==> src/design/rtpl_pkg.sv <==
// Package for the route table prefix lookup block.
// Holds the table size, request and status codes, the table entry layout,
// the controller/datapath command and status structs and a popcount helper.
package rtpl_pkg;

  localparam int TABLE_DEPTH = 16;
  localparam int IDX_W = (TABLE_DEPTH > 1) ? $clog2(TABLE_DEPTH) : 1;
  localparam int CNT_W = $clog2(TABLE_DEPTH + 1);
  localparam int CMP_W = (CNT_W + 1 > 5) ? CNT_W + 1 : 5;

  localparam int FLAG_UP_BIT = 0;
  localparam int FLAG_GW_BIT = 1;

  typedef enum logic [1:0] {
    REQ_ADD    = 2'd0,
    REQ_DEL    = 2'd1,
    REQ_LOOKUP = 2'd2,
    REQ_NOP    = 2'd3
  } req_t;

  typedef enum logic [1:0] {
    ST_OK       = 2'd0,
    ST_FULL     = 2'd1,
    ST_BAD_POS  = 2'd2,
    ST_NO_ROUTE = 2'd3
  } status_t;

  typedef struct packed {
    logic [31:0] dest;
    logic [31:0] mask;
    logic [31:0] gateway;
    logic [2:0]  flags;
    logic [3:0]  port;
    logic [7:0]  metric;
    logic [5:0]  len;
  } entry_t;

  typedef struct packed {
    logic    load_req;
    logic    add_write;
    logic    dec_count;
    logic    del_start;
    logic    shift_step;
    logic    scan_start;
    logic    scan_step;
    logic    set_status;
    status_t status_code;
    logic    lk_result;
  } cmd_t;

  typedef struct packed {
    req_t req;
    logic full;
    logic pos_bad;
    logic del_last;
    logic shift_last;
    logic scan_last;
    logic cnt_zero;
  } stat_t;

  function automatic logic [5:0] popcount32(input logic [31:0] v);
    logic [31:0] a;
    logic [31:0] b;
    logic [31:0] c;
    logic [31:0] d;
    logic [31:0] e;
    a = v - ((v >> 1) & 32'h5555_5555);
    b = (a & 32'h3333_3333) + ((a >> 2) & 32'h3333_3333);
    c = (b + (b >> 4)) & 32'h0F0F_0F0F;
    d = c + (c >> 8);
    e = d + (d >> 16);
    return e[5:0];
  endfunction

endpackage

==> src/design/rtpl_ram.sv <==
// Generic single-write, single-read RAM with a registered read port.
// Stand-alone; no package dependency.
module rtpl_ram #(
  parameter int WIDTH = 8,
  parameter int DEPTH = 16
) (
  input  logic                                        clk,
  input  logic                                        we,
  input  logic [((DEPTH > 1) ? $clog2(DEPTH) : 1)-1:0] waddr,
  input  logic [WIDTH-1:0]                            wdata,
  input  logic [((DEPTH > 1) ? $clog2(DEPTH) : 1)-1:0] raddr,
  output logic [WIDTH-1:0]                            rdata
);

  logic [WIDTH-1:0] mem [DEPTH];

  always_ff @(posedge clk) begin
    if (we) begin
      mem[waddr] <= wdata;
    end
    rdata <= mem[raddr];
  end

endmodule

==> src/design/rtpl_datapath.sv <==
// Datapath of the route table: request registers, route count, table RAM,
// scan index, best-match tracking and result registers.
// Depends on rtpl_pkg and rtpl_ram.
module rtpl_datapath (
  input  logic                  clk,
  input  logic                  rst_n,
  input  rtpl_pkg::cmd_t        cmd,
  output rtpl_pkg::stat_t       stat,
  input  logic [1:0]            in_req_type,
  input  logic [31:0]           in_dest_ip,
  input  logic [31:0]           in_net_mask,
  input  logic [31:0]           in_gateway_ip,
  input  logic [2:0]            in_route_flags,
  input  logic [3:0]            in_out_port,
  input  logic [7:0]            in_route_metric,
  input  logic [3:0]            in_position,
  output logic [1:0]            out_status,
  output logic [31:0]           out_next_hop,
  output logic [3:0]            out_hit_port,
  output logic [7:0]            out_hit_metric,
  output logic [4:0]            out_route_count
);
  import rtpl_pkg::*;

  req_t        req_r;
  logic [31:0] dst_r;
  logic [31:0] mask_r;
  logic [31:0] gw_r;
  logic [2:0]  flags_r;
  logic [3:0]  port_r;
  logic [7:0]  metric_r;
  logic [3:0]  pos_r;

  logic [CNT_W-1:0] count_r;
  logic [IDX_W-1:0] idx_r;
  logic             found_r;
  logic [5:0]       best_len_r;
  logic [31:0]      best_gw_r;
  logic             best_use_gw_r;
  logic [3:0]       best_port_r;
  logic [7:0]       best_metric_r;

  status_t     res_status_r;
  logic [31:0] res_hop_r;
  logic [3:0]  res_port_r;
  logic [7:0]  res_metric_r;

  logic             ram_we;
  logic [IDX_W-1:0] ram_waddr;
  entry_t           ram_wdata;
  logic [IDX_W-1:0] ram_raddr;
  entry_t           ram_rdata;

  logic [CMP_W-1:0] pos_ext;
  logic [CMP_W-1:0] idx_ext;
  logic [CMP_W-1:0] cnt_ext;
  logic             hit;
  logic             better;
  entry_t           new_entry;

  rtpl_ram #(
    .WIDTH($bits(entry_t)),
    .DEPTH(TABLE_DEPTH)
  ) u_table (
    .clk  (clk),
    .we   (ram_we),
    .waddr(ram_waddr),
    .wdata(ram_wdata),
    .raddr(ram_raddr),
    .rdata(ram_rdata)
  );

  assign pos_ext = CMP_W'(pos_r);
  assign idx_ext = CMP_W'(idx_r);
  assign cnt_ext = CMP_W'(count_r);

  always_comb begin
    new_entry.dest    = dst_r;
    new_entry.mask    = mask_r;
    new_entry.gateway = gw_r;
    new_entry.flags   = flags_r;
    new_entry.port    = port_r;
    new_entry.metric  = metric_r;
    new_entry.len     = popcount32(mask_r);
  end

  always_comb begin
    ram_we    = cmd.add_write | cmd.shift_step;
    ram_waddr = cmd.shift_step ? idx_r : IDX_W'(count_r);
    ram_wdata = cmd.shift_step ? ram_rdata : new_entry;
    if (cmd.del_start) begin
      ram_raddr = IDX_W'(pos_ext + CMP_W'(1));
    end else if (cmd.shift_step) begin
      ram_raddr = IDX_W'(idx_ext + CMP_W'(2));
    end else if (cmd.scan_step) begin
      ram_raddr = IDX_W'(idx_ext + CMP_W'(1));
    end else begin
      ram_raddr = '0;
    end
  end

  assign hit    = ram_rdata.flags[FLAG_UP_BIT] && ((dst_r & ram_rdata.mask) == ram_rdata.dest);
  assign better = !found_r || (ram_rdata.len > best_len_r);

  always_comb begin
    stat.req        = req_r;
    stat.full       = (count_r >= CNT_W'(TABLE_DEPTH));
    stat.pos_bad    = (pos_ext >= cnt_ext);
    stat.del_last   = ((pos_ext + CMP_W'(1)) >= cnt_ext);
    stat.shift_last = ((idx_ext + CMP_W'(2)) >= cnt_ext);
    stat.scan_last  = ((idx_ext + CMP_W'(1)) >= cnt_ext);
    stat.cnt_zero   = (count_r == '0);
  end

  always_ff @(posedge clk) begin
    if (!rst_n) begin
      count_r <= '0;
    end else if (cmd.add_write) begin
      count_r <= count_r + CNT_W'(1);
    end else if (cmd.dec_count) begin
      count_r <= count_r - CNT_W'(1);
    end
  end

  always_ff @(posedge clk) begin
    if (cmd.load_req) begin
      req_r    <= req_t'(in_req_type);
      dst_r    <= in_dest_ip;
      mask_r   <= in_net_mask;
      gw_r     <= in_gateway_ip;
      flags_r  <= in_route_flags;
      port_r   <= in_out_port;
      metric_r <= in_route_metric;
      pos_r    <= in_position;
    end

    if (cmd.del_start) begin
      idx_r <= IDX_W'(pos_r);
    end else if (cmd.scan_start) begin
      idx_r <= '0;
    end else if (cmd.shift_step || cmd.scan_step) begin
      idx_r <= idx_r + IDX_W'(1);
    end

    if (cmd.scan_start) begin
      found_r <= 1'b0;
    end else if (cmd.scan_step && hit && better) begin
      found_r       <= 1'b1;
      best_len_r    <= ram_rdata.len;
      best_gw_r     <= ram_rdata.gateway;
      best_use_gw_r <= ram_rdata.flags[FLAG_GW_BIT];
      best_port_r   <= ram_rdata.port;
      best_metric_r <= ram_rdata.metric;
    end

    if (cmd.set_status) begin
      res_status_r <= cmd.status_code;
      res_hop_r    <= '0;
      res_port_r   <= '0;
      res_metric_r <= '0;
    end else if (cmd.lk_result) begin
      if (found_r) begin
        res_status_r <= ST_OK;
        res_hop_r    <= best_use_gw_r ? best_gw_r : dst_r;
        res_port_r   <= best_port_r;
        res_metric_r <= best_metric_r;
      end else begin
        res_status_r <= ST_NO_ROUTE;
        res_hop_r    <= '0;
        res_port_r   <= '0;
        res_metric_r <= '0;
      end
    end
  end

  assign out_status      = res_status_r;
  assign out_next_hop    = res_hop_r;
  assign out_hit_port    = res_port_r;
  assign out_hit_metric  = res_metric_r;
  assign out_route_count = 5'(count_r);

endmodule

==> src/design/rtpl_ctrl.sv <==
// Controller state machine of the route table.
// Sequences add, delete-compaction and lookup scans. Depends on rtpl_pkg.
module rtpl_ctrl (
  input  logic            clk,
  input  logic            rst_n,
  input  logic            start,
  output logic            busy,
  output logic            out_valid,
  input  rtpl_pkg::stat_t stat,
  output rtpl_pkg::cmd_t  cmd
);
  import rtpl_pkg::*;

  typedef enum logic [5:0] {
    S_IDLE   = 6'b000001,
    S_DECODE = 6'b000010,
    S_SHIFT  = 6'b000100,
    S_SCAN   = 6'b001000,
    S_LKEND  = 6'b010000,
    S_DONE   = 6'b100000
  } state_t;

  state_t state_r;
  state_t state_nxt;

  assign busy      = !((state_r == S_IDLE) || (state_r == S_DONE));
  assign out_valid = (state_r == S_DONE);

  always_comb begin
    state_nxt       = state_r;
    cmd             = '0;
    cmd.status_code = ST_OK;
    unique case (state_r) inside
      S_IDLE, S_DONE: begin
        if (start) begin
          cmd.load_req = 1'b1;
          state_nxt    = S_DECODE;
        end else begin
          state_nxt = S_IDLE;
        end
      end
      S_DECODE: begin
        state_nxt      = S_DONE;
        cmd.set_status = 1'b1;
        unique case (stat.req)
          REQ_ADD: begin
            if (stat.full) begin
              cmd.status_code = ST_FULL;
            end else begin
              cmd.add_write = 1'b1;
            end
          end
          REQ_DEL: begin
            if (stat.pos_bad) begin
              cmd.status_code = ST_BAD_POS;
            end else if (stat.del_last) begin
              cmd.dec_count = 1'b1;
            end else begin
              cmd.set_status = 1'b0;
              cmd.del_start  = 1'b1;
              state_nxt      = S_SHIFT;
            end
          end
          REQ_LOOKUP: begin
            if (stat.cnt_zero) begin
              cmd.status_code = ST_NO_ROUTE;
            end else begin
              cmd.set_status = 1'b0;
              cmd.scan_start = 1'b1;
              state_nxt      = S_SCAN;
            end
          end
          default: begin
            cmd.status_code = ST_OK;
          end
        endcase
      end
      S_SHIFT: begin
        cmd.shift_step = 1'b1;
        if (stat.shift_last) begin
          cmd.dec_count  = 1'b1;
          cmd.set_status = 1'b1;
          state_nxt      = S_DONE;
        end
      end
      S_SCAN: begin
        cmd.scan_step = 1'b1;
        if (stat.scan_last) begin
          state_nxt = S_LKEND;
        end
      end
      S_LKEND: begin
        cmd.lk_result = 1'b1;
        state_nxt     = S_DONE;
      end
      default: begin
        state_nxt = S_IDLE;
      end
    endcase
  end

  always_ff @(posedge clk) begin
    if (!rst_n) begin
      state_r <= S_IDLE;
    end else begin
      state_r <= state_nxt;
    end
  end

endmodule

==> src/design/route_table_prefix_lookup.sv <==
// Top level of the route table prefix lookup block.
// Add, unknown requests, errors, a lookup in an empty table and deleting the last route go
// from decode straight to done. Other deletes move each route after the deleted one into
// the slot before it; other lookups scan every route, then pass a result state to done.
// One table RAM access per cycle sets the scan rate. A new item is taken in the strobe cycle
// when not busy; the receiver cannot stall results. Reset empties the table; no clearing pass.
module route_table_prefix_lookup (
  input  logic        clk,
  input  logic        rst_n,
  input  logic        start,
  output logic        busy,
  input  logic [1:0]  in_req_type,
  input  logic [31:0] in_dest_ip,
  input  logic [31:0] in_net_mask,
  input  logic [31:0] in_gateway_ip,
  input  logic [2:0]  in_route_flags,
  input  logic [3:0]  in_out_port,
  input  logic [7:0]  in_route_metric,
  input  logic [3:0]  in_position,
  output logic        out_valid,
  output logic [1:0]  out_status,
  output logic [31:0] out_next_hop,
  output logic [3:0]  out_hit_port,
  output logic [7:0]  out_hit_metric,
  output logic [4:0]  out_route_count
);
  import rtpl_pkg::*;

  cmd_t  cmd;
  stat_t stat;

  rtpl_ctrl u_ctrl (
    .clk      (clk),
    .rst_n    (rst_n),
    .start    (start),
    .busy     (busy),
    .out_valid(out_valid),
    .stat     (stat),
    .cmd      (cmd)
  );

  rtpl_datapath u_dp (
    .clk            (clk),
    .rst_n          (rst_n),
    .cmd            (cmd),
    .stat           (stat),
    .in_req_type    (in_req_type),
    .in_dest_ip     (in_dest_ip),
    .in_net_mask    (in_net_mask),
    .in_gateway_ip  (in_gateway_ip),
    .in_route_flags (in_route_flags),
    .in_out_port    (in_out_port),
    .in_route_metric(in_route_metric),
    .in_position    (in_position),
    .out_status     (out_status),
    .out_next_hop   (out_next_hop),
    .out_hit_port   (out_hit_port),
    .out_hit_metric (out_hit_metric),
    .out_route_count(out_route_count)
  );

endmodule
==> config.mk <==
export PLATFORM = sky130hd
export DESIGN_NAME = route_table_prefix_lookup
export DESIGN_NICKNAME = d
export VERILOG_FILES = /design/src/design/rtpl_pkg.sv /design/src/design/rtpl_ram.sv /design/src/design/rtpl_datapath.sv /design/src/design/rtpl_ctrl.sv /design/src/design/route_table_prefix_lookup.sv
export SDC_FILE = /design/constraint.sdc
export NUM_CORES = 2
export LEC_CHECK = 0
export BUFFER_PORTS_ARGS = -buffer_cell sky130_fd_sc_hd__buf_2
export CORE_MARGIN = 2
export CORE_UTILIZATION = 40
export CTS_CLUSTER_SIZE = 8
export DETAILED_ROUTE_END_ITERATION = 10
export SYNTH_ARGS = -nofsm -noshare
export SYNTH_HDL_FRONTEND = slang
export SYNTH_SLANG_ARGS = --single-unit
==> constraint.sdc <==
create_clock -name clk -period 14.8 [get_ports clk]
set_clock_uncertainty 0.1 [all_clocks]
set_input_delay 0 -clock clk [delete_from_list [all_inputs] [get_ports clk]]
set_output_delay 0 -clock clk [all_outputs]
set_load 0.005 [all_outputs]
==> impl_metrics.tcl <==
set metrics [dict create \
    status "finished, final reports clean" \
    gp_congestion 0.8165 \
    hold_ws_ns 0.2325 \
    ant_nets 0 \
    worstPathRequired_ns 15.23 \
    dr_total_vias 56990 \
    async_flop_share_pct 0 \
    drv_cap 0 \
    ctsResizeCount 0 \
    dp_cells 8918 \
    worstPathMaxFanout 16 \
    io_pins 173 \
    cp_num_cells 20 \
    ys_seq_area_share_pct 73.19 \
    drt_first_iter_violations 6630 \
    syn_to_final_growth_pct 17.50 \
    final_common_cell "edfxtp_1" \
    grt_use_total_pct 22.95 \
    syn_area_per_cell_sq_um 14.14 \
    via_per_inst 5.873 \
    cp-endpoint "u_dp.u_table.mem[5][5]" \
    layout_common_cells "2029 x edfxtp_1, 1264 x nand2_1, 454 x a211oi_1" \
    grt_first_pass_wirelength_um 380700 \
    antenna_found_initial 7 \
    grt_pass1_vias 55720 \
    dp_hpwl_um 126800 \
    clock-sinks 2201 \
    critPathLaunchType "flip-flop" \
    overflow 0 \
    synthCells 6218 \
    drive_gt1_share_pct 10.39 \
    rrSetupSlack_ns 7.74 \
    rows 172 \
    fin_nets 6853 \
    stdcell_count 9703 \
    ir_drop_v 0.0003125 \
    synth_edf_count 2029 \
    crit_start "u_dp.mask_r[3]" \
    post_cts_buffers 0 \
    worstSetupPathType "reg2reg" \
    cts_tree "built" \
    wirelength_um 263100 \
    cts_root_buffer "clkbuf_16" \
    critPathCaptureType "flip-flop" \
    syn_nets 6460 \
    clk_path_buf_depth 4 \
    rsz0062_at_grt "false" \
    yosysWarningCount 0 \
    finalCoreUtilization_pct 47.17 \
    clock_latency_ns 0.94 \
    synth_cell_type_count 72 \
    worstPathArrival_ns 7.49 \
    cts_buffers 325 \
    period_share_pct 47.72 \
    synth-seq-cells 2201 \
    path_clk_slew_ns 0.05 \
    core_area_sq_mm 0.2191 \
    cts_max_level 5 \
    hold_class "in2reg" \
    io_buffers 171 \
    fp.dieH_um 472.9 \
    die_w_um 472.9 \
    cp_common_cell "ha_1" \
    setup_tns_ns 0 \
    slowest_stage "a21oi_1" \
    cp_cell_sequence "inv_1, ha_1, a21boi_0, o2111ai_1, a21boi_0, a41oi_1, a21bo_2, a21boi_0, xnor2_1, ha_1, fa_1, fa_1, ha_1, a21o_1, a21oi_1, xnor2_1, ha_1, nor2b_1, o21ai_0, a21oi_1" \
    min_period_ns 7.063 \
    worst-path-buf-inv 1 \
    critPathMaxStageDelay_ns 0.93 \
    path_delay_family "compound AO/OA/AOI/OAI gates" \
    grt_max_degree 194 \
    p_leak_uw 0.03633 \
    slew_headroom_pct 15.67 \
    syn_area_sq_mm 0.08795 \
    yosys_most_used_dff "edfxtp_1" \
    start_util_pct 40.14 \
    drcViolationCount 0 \
    max_freq_ghz 0.1416 \
    drt-pass1-iter-count 6 \
    rr_endpoint "u_dp.u_table.mem[5][5]" \
    dieArea_sq_mm 0.2236 \
    route.detailed.wl_per_inst_um 27.11 \
    rr_worst_depth 20 \
    final_hold_viol_count 0 \
    drv_slew 0 \
    final-setup-viol-count 0 \
    hold_buffers 237 \
    p_per_area_mw_per_mm2 156.5 \
    tightest_slew_ns 1.265 \
    timing.rr.start "u_dp.mask_r[3]" \
]
## worst min path at each step
| stage | start | to | slack (ns) | cells after the start |
|---|---|---|---|---|
| 5_1_grt | in_dest_ip[24] | u_dp.dst_r[24] | 0.22 | 3 |
| 2_1_floorplan | rst_n | u_ctrl.state_r[0] | -0.02 | 1 |
| 3_3_place_gp | in_dest_ip[5] | u_dp.dst_r[5] | 0.08 | 1 |
| 4_1_cts | in_route_metric[1] | u_dp.metric_r[1] | 0.17 | 3 |
| 3_5_place_dp | in_dest_ip[29] | u_dp.dst_r[29] | 0.08 | 1 |
| 6_report | in_gateway_ip[10] | u_dp.gw_r[10] | 0.23 | 3 |
## cell usage after synthesis (all sizes together) (3+ instances only)
cell | instances | area [sq um]
a311oi | 407 | 3565
and3b | 3 | 26.28
or2 | 4 | 25.03
nand2b | 7 | 43.79
o31ai | 3 | 22.52
fa | 16 | 320.3
nor2 | 56 | 212.7
ha | 106 | 1326
a211oi | 454 | 3408
nor3 | 8 | 51.30
a21oi | 97 | 485.5
nor2b | 9 | 56.30
o22a | 3 | 26.28
edfxtp | 2029 | 60930
nand4 | 10 | 62.56
nor4 | 18 | 127.6
inv | 74 | 277.8
o311ai | 13 | 113.9
a31oi | 6 | 37.54
nand2 | 1266 | 4760
xor2 | 38 | 332.8
o21ai | 110 | 550.5
nor3b | 4 | 30.03
buf | 135 | 690.6
and2 | 5 | 31.28
a21boi | 7 | 52.55
and3 | 449 | 2809
mux2i | 11 | 110.1
a21o | 29 | 217.7
clkbuf | 328 | 1231
mux2 | 38 | 427.9
xnor2 | 40 | 350.3
a311o | 10 | 100.1
dfxtp | 172 | 3443
o22ai | 4 | 25.02
nand3 | 108 | 545.5
a2111oi | 7 | 80.08
o21bai | 3 | 22.52
or4 | 105 | 788.3
## state kept, by name, indices dropped and copies added (netlist names), 8 cells and up
name                 count
u_dp.u_table.rdata     116
u_dp.out_hit_metric      8
u_dp.mask_r             32
u_dp.u_table.mem      1856
u_dp.out_next_hop       32
u_dp.metric_r            8
u_dp.dst_r              32
u_dp.best_metric_r       8
u_dp.best_gw_r          32
u_dp.gw_r               32
## area by class of cell
type	instances	area, sq um
inverters	74	282.8
clock inverters	6	56.30
diodes	8	20.02
multi-input cells	3480	21620
clock buffers	534	9076
fillers	18740	115700
repair buffers	529	4324
flip-flops and latches	2201	64370
well taps	2871	3592
## kinds of logic after synthesis
group	Yosys count	synth area share [%]
DFF	2201	73.19
adders and majority gates	122	1.872
and+or+nand+nor	2060	10.97
buffers and inverters	537	2.501
AOI/OAI and AO/OA	1171	10.08
xor gates and xnor gates	78	0.7768
muxes	49	0.6117
## power by group
part / switching [uW] / internal, uW / total [uW]
clock network: 2540 / 4120 / 6660
registers: 43.2 / 7630 / 7670
logic: 1320 / 530 / 1850
total: 3900 / 12300 / 16200
## metrics by stage
stage / worst slack (ns) / area, sq um / total power (uW)
floorplan: 7.660 / 87950 / 8937
global placement: 7.958 / 91820 / 9590
detailed placement: 7.900 / 91820 / 9586
CTS: 7.850 / 103300 / 16250
global route: 7.243 / 103300 / 16590
finish: 7.737 / 103300 / 16180
## layer usage
layer	GRT usage, %	vias up	part of all wire (%)
li1	-	24810	-
met1	30.30	29200	40
met2	37.75	2497	48
met3	3.543	481	7.4
met4	9.704	4	4.2
met5	0	-	0.0076
## tightest hold or removal path, stage by stage
cell           delay, ns
dlygate4sd3_1       0.51
buf_2               0.10
dlygate4sd3_1       0.54
Note: power is estimated with default switching activity, not from simulation.
